`src/rtl/assert_macros.svh`:
```
// Assertion macros shared by the RTL.
// Each check is sampled on clk and disabled while rst_n is low.
// Define NO_ASSERTIONS to compile every check away.
`ifndef ASSERT_MACROS_SVH
`define ASSERT_MACROS_SVH

`ifndef NO_ASSERTIONS

// Same-cycle implication: cons must hold whenever ante holds.
`define ASSERT_IMP(lbl, ante, cons, msg) \
    lbl: assert property (@(posedge clk) disable iff (!rst_n) (ante) |-> (cons)) \
        else $error(msg);

// Next-cycle implication: cons must hold in the cycle after ante.
`define ASSERT_NXT(lbl, ante, cons, msg) \
    lbl: assert property (@(posedge clk) disable iff (!rst_n) (ante) |=> (cons)) \
        else $error(msg);

`else

`define ASSERT_IMP(lbl, ante, cons, msg)
`define ASSERT_NXT(lbl, ante, cons, msg)

`endif

`endif

```
`src/rtl/salxd_pkg.sv`:
```
`default_nettype none

package salxd_pkg;

    // Byte-level widths
    localparam int BYTE_W = 8;
    localparam int POS_W  = 6;
    localparam int CNT_W  = POS_W + 1;

    // Header sync byte
    localparam logic [BYTE_W-1:0] SYNC_BYTE = 8'h7E;

    // Extra bytes after the length-covered span (address..payload + check)
    localparam logic [BYTE_W:0] LEN_TAIL = 9'd3;

    // Per-byte result tag
    typedef enum logic [2:0] {
        EV_DISCARD  = 3'd0,
        EV_STORED   = 3'd1,
        EV_GOOD     = 3'd2,
        EV_BAD_SUM  = 3'd3,
        EV_OVERFLOW = 3'd4
    } evt_t;

endpackage

`default_nettype wire

```
`src/rtl/sync_address_length_xor_deframer.sv`:
```
// Frame receiver: one tag per received byte.
// A byte's tag is registered in the output register, or in the skid entry if that is held.
// Throughput: 1 byte per cycle; an output register plus one skid entry let the input keep
// flowing while a tag waits, and the input stalls only when both are full.
// Reset (rst_n low, asynchronous): hunting for sync, count/length/XOR/address copy cleared,
// configured address register = 0, no tag pending.
`default_nettype none

`include "assert_macros.svh"

module sync_address_length_xor_deframer #(
    parameter int MAX_FRAME = 32,
    parameter int AFTER_LEN = 5
) (
    input  wire logic        clk,
    input  wire logic        rst_n,

    // Configuration write channel
    input  wire logic        cfg_valid,
    output      logic        cfg_ready,
    input  wire logic [7:0]  own_address,

    // Received byte channel
    input  wire logic        in_valid,
    output      logic        in_stall,
    input  wire logic [7:0]  rx_byte,

    // Tag channel
    output      logic        out_valid,
    input  wire logic        out_stall,
    output      logic [2:0]  event_res,
    output      logic [5:0]  position,
    output      logic [7:0]  data_byte
);

    localparam int CW = salxd_pkg::CNT_W;
    localparam int PW = salxd_pkg::POS_W;
    localparam int BW = salxd_pkg::BYTE_W;

    localparam logic [CW-1:0] MAX_CNT   = CW'(MAX_FRAME);
    localparam logic [CW-1:0] AFTER_CNT = CW'(AFTER_LEN);

    // Configuration register
    logic [BW-1:0] addr_cfg_reg;

    // Frame state
    logic [PW-1:0] byte_count_reg, byte_count_next;
    logic [BW-1:0] length_reg, length_next;
    logic [BW-1:0] xor_reg, xor_next;
    logic [BW-1:0] addr_copy_reg, addr_copy_next;

    // Output register and skid entry
    logic                out_valid_reg;
    salxd_pkg::evt_t     out_evt_reg;
    logic [PW-1:0]       out_pos_reg;
    logic [BW-1:0]       out_data_reg;
    logic                skid_valid_reg;
    salxd_pkg::evt_t     skid_evt_reg;
    logic [PW-1:0]       skid_pos_reg;
    logic [BW-1:0]       skid_data_reg;

    salxd_pkg::evt_t     evt_next;
    logic                in_fire;
    logic                out_free;
    logic [CW-1:0]       cnt;
    logic [BW:0]         len_end;
    logic [BW:0]         len_last;

    assign cfg_ready = 1'b1;
    assign in_stall  = skid_valid_reg;
    assign in_fire   = in_valid && !skid_valid_reg;
    assign out_free  = !out_valid_reg || !out_stall;

    assign out_valid = out_valid_reg;
    assign event_res = out_evt_reg;
    assign position  = out_pos_reg;
    assign data_byte = out_data_reg;

    // Configuration write
    always_ff @(posedge clk or negedge rst_n)
    begin
        if (!rst_n)
        begin
            addr_cfg_reg <= '0;
        end
        else if (cfg_valid && cfg_ready)
        begin
            addr_cfg_reg <= own_address;
        end
    end

    // Per-byte frame decode
    always_comb
    begin
        cnt             = {1'b0, byte_count_reg} + CW'(1);
        len_end         = {1'b0, length_reg} + salxd_pkg::LEN_TAIL;
        len_last        = {1'b0, length_reg} + 9'd1;
        evt_next        = salxd_pkg::EV_STORED;
        byte_count_next = cnt[PW-1:0];
        length_next     = length_reg;
        xor_next        = xor_reg;
        addr_copy_next  = addr_copy_reg;

        if (byte_count_reg <= PW'(1))
        begin
            // sync bytes
            if (rx_byte != salxd_pkg::SYNC_BYTE)
            begin
                evt_next        = salxd_pkg::EV_DISCARD;
                byte_count_next = '0;
            end
        end
        else if (byte_count_reg == PW'(2))
        begin
            // address byte seeds the checksum
            if (rx_byte != addr_cfg_reg)
            begin
                evt_next        = salxd_pkg::EV_DISCARD;
                byte_count_next = '0;
            end
            else
            begin
                addr_copy_next = rx_byte;
                xor_next       = rx_byte;
            end
        end
        else if (cnt >= MAX_CNT)
        begin
            evt_next        = salxd_pkg::EV_OVERFLOW;
            byte_count_next = '0;
        end
        else if ((cnt > AFTER_CNT) && ({2'b0, cnt} >= len_end))
        begin
            // check byte
            evt_next        = (rx_byte == xor_reg) ? salxd_pkg::EV_GOOD
                                                   : salxd_pkg::EV_BAD_SUM;
            byte_count_next = '0;
        end
        else if (byte_count_reg == PW'(3))
        begin
            xor_next = xor_reg ^ rx_byte;
        end
        else if (byte_count_reg == PW'(4))
        begin
            // length byte; short lengths check the address byte alone
            length_next = rx_byte;
            if (rx_byte < 8'd2)
            begin
                xor_next = addr_copy_reg;
            end
            else if (rx_byte >= 8'd3)
            begin
                xor_next = xor_reg ^ rx_byte;
            end
        end
        else if ({3'b0, byte_count_reg} <= len_last)
        begin
            xor_next = xor_reg ^ rx_byte;
        end
    end

    // Frame state update on each accepted byte
    always_ff @(posedge clk or negedge rst_n)
    begin
        if (!rst_n)
        begin
            byte_count_reg <= '0;
            length_reg     <= '0;
            xor_reg        <= '0;
            addr_copy_reg  <= '0;
        end
        else if (in_fire)
        begin
            byte_count_reg <= byte_count_next;
            length_reg     <= length_next;
            xor_reg        <= xor_next;
            addr_copy_reg  <= addr_copy_next;
        end
    end

    // Output register and skid control
    always_ff @(posedge clk or negedge rst_n)
    begin
        if (!rst_n)
        begin
            out_valid_reg  <= 1'b0;
            skid_valid_reg <= 1'b0;
        end
        else
        begin
            if (skid_valid_reg)
            begin
                if (!out_stall)
                begin
                    skid_valid_reg <= 1'b0;
                end
            end
            else if (in_fire)
            begin
                if (out_free)
                begin
                    out_valid_reg <= 1'b1;
                end
                else
                begin
                    skid_valid_reg <= 1'b1;
                end
            end
            else if (out_valid_reg && !out_stall)
            begin
                out_valid_reg <= 1'b0;
            end
        end
    end

    // Output and skid payload
    always_ff @(posedge clk)
    begin
        if (skid_valid_reg)
        begin
            if (!out_stall)
            begin
                out_evt_reg  <= skid_evt_reg;
                out_pos_reg  <= skid_pos_reg;
                out_data_reg <= skid_data_reg;
            end
        end
        else if (in_fire)
        begin
            if (out_free)
            begin
                out_evt_reg  <= evt_next;
                out_pos_reg  <= byte_count_reg;
                out_data_reg <= rx_byte;
            end
            else
            begin
                skid_evt_reg  <= evt_next;
                skid_pos_reg  <= byte_count_reg;
                skid_data_reg <= rx_byte;
            end
        end
    end

    // Checks
    `ASSERT_IMP(a_skid_behind_out, skid_valid_reg, out_valid_reg,
                "skid entry held while output register empty")
    `ASSERT_NXT(a_end_rehunts, in_fire && (evt_next != salxd_pkg::EV_STORED),
                byte_count_reg == '0, "frame end or drop did not return to hunting")
    `ASSERT_IMP(a_end_after_len,
                out_valid_reg && ((out_evt_reg == salxd_pkg::EV_GOOD) ||
                                  (out_evt_reg == salxd_pkg::EV_BAD_SUM)),
                {1'b0, out_pos_reg} >= AFTER_CNT, "frame ended before the length byte span")
    `ASSERT_IMP(a_count_below_max, 1'b1, {1'b0, byte_count_reg} < MAX_CNT,
                "byte count reached the frame limit")

endmodule

`default_nettype wire
```
`config.mk`:
```
export PLATFORM = sky130hd
export DESIGN_NAME = sync_address_length_xor_deframer
export DESIGN_NICKNAME = d
export VERILOG_FILES = /design/src/rtl/salxd_pkg.sv /design/src/rtl/sync_address_length_xor_deframer.sv
export VERILOG_INCLUDE_DIRS = /design/src /design/src/rtl
export SDC_FILE = /design/constraint.sdc
export NUM_CORES = 1
export LEC_CHECK = 0
export BUFFER_PORTS_ARGS = -buffer_cell sky130_fd_sc_hd__buf_4
export CORE_ASPECT_RATIO = 1.75
export CORE_MARGIN = 2
export CORE_UTILIZATION = 59
export DETAILED_ROUTE_END_ITERATION = 7
export PLACE_DENSITY_LB_ADDON = 0.05
export SLEW_MARGIN = 20
export SYNTH_ARGS = -nofsm -noshare
export SYNTH_HDL_FRONTEND = slang
export SYNTH_SLANG_ARGS = --single-unit
export TNS_END_PERCENT = 20
```
`constraint.sdc`:
```
create_clock -name clk -period 3.07 [get_ports clk]
set_clock_uncertainty 0.2 [all_clocks]
set_input_delay 0.307 -clock clk [delete_from_list [all_inputs] [get_ports clk]]
set_output_delay 0.307 -clock clk [all_outputs]
set_load 0.02 [all_outputs]
```
==> impl_metrics.py <==
metrics = {
    "outcome": {
        "status": "finished clean",
    },
    "setup_path": {
        "path_class": "flop to flop",
        "path_common_cell": "buf_4",
        "reg2reg_to": "byte_count_reg[1]",
        "start_kind": "flop",
        "crit_arrival_ps": 2880,
        "worst-path-max-fanout": 19,
        "slowest_stage": "dfrtp_1",
        "end_kind": "flop",
        "critPathMaxStageDelay_ps": 470,
        "endpoint": "byte_count_reg[1]",
        "path_cells": "buf_4, nor4_4, nand2_1, buf_4, nor4bb_1, a311o_1, a21oi_1, buf_4, a211oi_1",
        "r2r_cells": 9,
        "regToRegStartpoint": "byte_count_reg[2]",
        "r2r_setup_slack_ps": 200,
        "worstSetupStartpoint": "byte_count_reg[2]",
        "required_ps": 3080,
    },
    "pwr": {
        "p_per_area_mw_per_mm2": 944,
        "leakage_nw": 2.14,
        "power_w": 0.00460,
        "peakVddDrop_mv": 0.556,
    },
    "placed_design": {
        "pre_cts_ws_ps": 125,
        "hpwlAfterDp_mm": 7.06,
        "gp_congestion": 0.929,
        "portBuffers": 39,
    },
    "sta": {
        "hold_violations": 0,
        "fin_crit_sh_pct": 93.6,
        "setup_violations": 0,
        "slew_viol_final": 0,
        "fmax_ghz": 0.348,
        "min_period_ps": 2870,
        "rsz0062_at_grt": "no",
        "max_slew.worst_pin.slew_ps": 535,
        "slew_headroom_pct": 64.0,
        "tns_ps": 0,
        "worst_slack_ps": 197,
    },
    "logic_synthesis": {
        "synth-edff-count": 34,
        "synth_seq_area_share_pct": 49.7,
        "synth.most_common_cell": "dfrtp_1",
        "yosys.area.top_type": "edfxtp_1",
        "synth-seq-cells": 74,
        "synth_commonest_cells": "dfrtp_1, o21ai_0, edfxtp_1, nand2_1, mux2_2",
        "synth_cell_type_count": 45,
        "syn_area_mm2": 0.00407,
        "synth_fp_nets": 409,
        "synthArstFlopShare_pct": 54.1,
        "synth-compound-area-share_pct": 10.3,
        "synthTopCellsByArea": "edfxtp_1, dfrtp_1, mux2_2",
        "ys.warnings.count": 0,
        "synth-simple-area-share_pct": 12.2,
        "synth_area_per_cell_um2": 11.1,
        "syn_inst": 367,
        "synth_top_family_by_area": "simple AND/OR/NAND/NOR gates",
        "synth_top_area_share_pct": 25.1,
        "synthXorXnorAreaFrac_pct": 6.24,
        "synth_top_flop_cell": "dfrtp_1",
        "synthMuxAreaShare_pct": 11.2,
        "synthAdderAreaFrac_pct": 6.46,
    },
    "floorplanning": {
        "io_pins": 41,
        "fp.dieH_um": 114,
        "rows": 40,
        "die_area_mm2": 0.00760,
        "coreArea_mm2": 0.00676,
        "start_util_pct": 60.2,
        "dieWidth_um": 66.8,
    },
    "flow_run": {
        "max_cap_viol_count": 0,
    },
    "global_route": {
        "grt_max_degree": 41,
        "grt_pass1_vias": 3041,
        "grtUsageTotal_pct": 28.3,
        "antenna_found_initial": 0,
        "grt_pass1_wl_mm": 15.6,
        "overflow": 0,
    },
    "route": {
        "first_pass_iters": 4,
        "vias": 2971,
        "totalWireLength_mm": 9.56,
        "via_per_inst": 5.85,
        "ant_nets": 0,
        "drc": 0,
        "wire_per_inst_um": 18.8,
        "drt-initial-drc-count": 239,
    },
    "cts": {
        "clock_latency_ps": 340,
        "clk_pin_slew_ps": 50,
        "postCtsSetupBuffers": 0,
        "tritoncts": "built",
        "cts-root-buf": "clkbuf_16",
        "cts_buffers": 9,
        "cts_sinks": 74,
        "htreeDepth": 3,
        "cts_buffer_depth": 2,
    },
    "final_layout": {
        "fill_cells": 532,
        "num_antenna_cells": 0,
        "drive_gt1_share_pct": 27.6,
        "syn2layout_area_growth_pct": 19.8,
        "nets": 462,
    },
    "worst_hold_path": {
        "hp-class": "input port to flop",
    },
}
-- layer usage --
metal | GRT usage [%] | vias to the layer above | share of wire (%)
met5 | 0 | - | 0
met2 | 50.1 | 74 | 55
met1 | 31.1 | 1448 | 37
li1 | - | 1414 | -
met4 | 14.1 | 0 | 4.8
met3 | 6.11 | 35 | 3.9
-- worst min-delay path by stage --
stage / startpoint / endpoint / slack [ps] / cells after the start
floorplan: rst_n / addr_cfg_reg[0] / -190 / 0
global placement: rst_n / byte_count_reg[5] / 120 / 1
detailed placement: rst_n / byte_count_reg[5] / 130 / 1
CTS: own_address[6] / addr_cfg_reg[6] / 2 / 2
global route: rx_byte[0] / skid_data_reg[0] / 10 / 1
finish: own_address[6] / addr_cfg_reg[6] / 5 / 2
-- area by class of cell --
cell class              instances  area, um^2  share of cell area (%)
inverters                      15        56.3                    1.16
clock buffers                   9         225                    4.62
repair buffers                 63         490                    10.1
flip-flops and latches         74        2020                    41.5
well taps                      84         105                    2.16
multi-input cells             257        1920                    39.3
clock inverters                 6        57.6                    1.18
-- cells in the final DEF, fill, tap and decap left out, types with 7 or more instances in the layout --
cell,netlist,routed
nand2_1,34,34
dfrtp_1,40,38
buf_4,2,56
edfxtp_1,34,34
xnor2_1,10,9
a22oi_1,7,7
xor2_1,19,19
dlygate4sd3_1,0,7
nor2_1,21,21
inv_1,15,14
o21ai_0,35,35
mux2_4,8,8
mux2_2,28,28
ha_1,21,21
nand3_1,11,11
clkbuf_16,0,9
-- worst max-delay path: cells and delay by family (launching register included) --
kind,cells,cell delay (ps)
compound gates,3,520
buf+inv,3,570
flops,1,470
simple gates,3,990
-- kinds of logic (layout without fill, tap and decap cells) --
logic type | Yosys count | count (layout)
AO/OA/AOI/OAI | 69 | 69
flip-flops | 74 | 74
other | 1 | 1
AND/OR/NAND/NOR | 99 | 99
buffers and inverters | 36 | 93
multiplexers | 38 | 38
adder cells (fa/ha/maj) | 21 | 21
XOR/XNOR | 29 | 29
-- stage by stage --
stage	hold slack, ps	instances	utilization (%)	cell area, um^2
finish	5.46	508	72.1	4870
global route	11.9	508	72.1	4870
CTS	2.45	508	71.8	4850
detailed placement	126	486	66.6	4500
global placement	121	486	66.6	4500
floorplan	-189	367	-	4070
-- power breakdown --
part,switching [W],total [W],internal [W]
logic,0.00105,0.00203,0.000981
registers,0.000252,0.00156,0.00131
clock network,0.000391,0.00101,0.000618
-- repair_timing --
action / in CTS / in global routing
setup endpoints to repair: 0 / 22
resized for setup: 0 / 7
endpoints found under the hold margin: 46 / 0
hold buffers: 7 / 0
No activity file was read; power rests on OpenSTA's default activity.
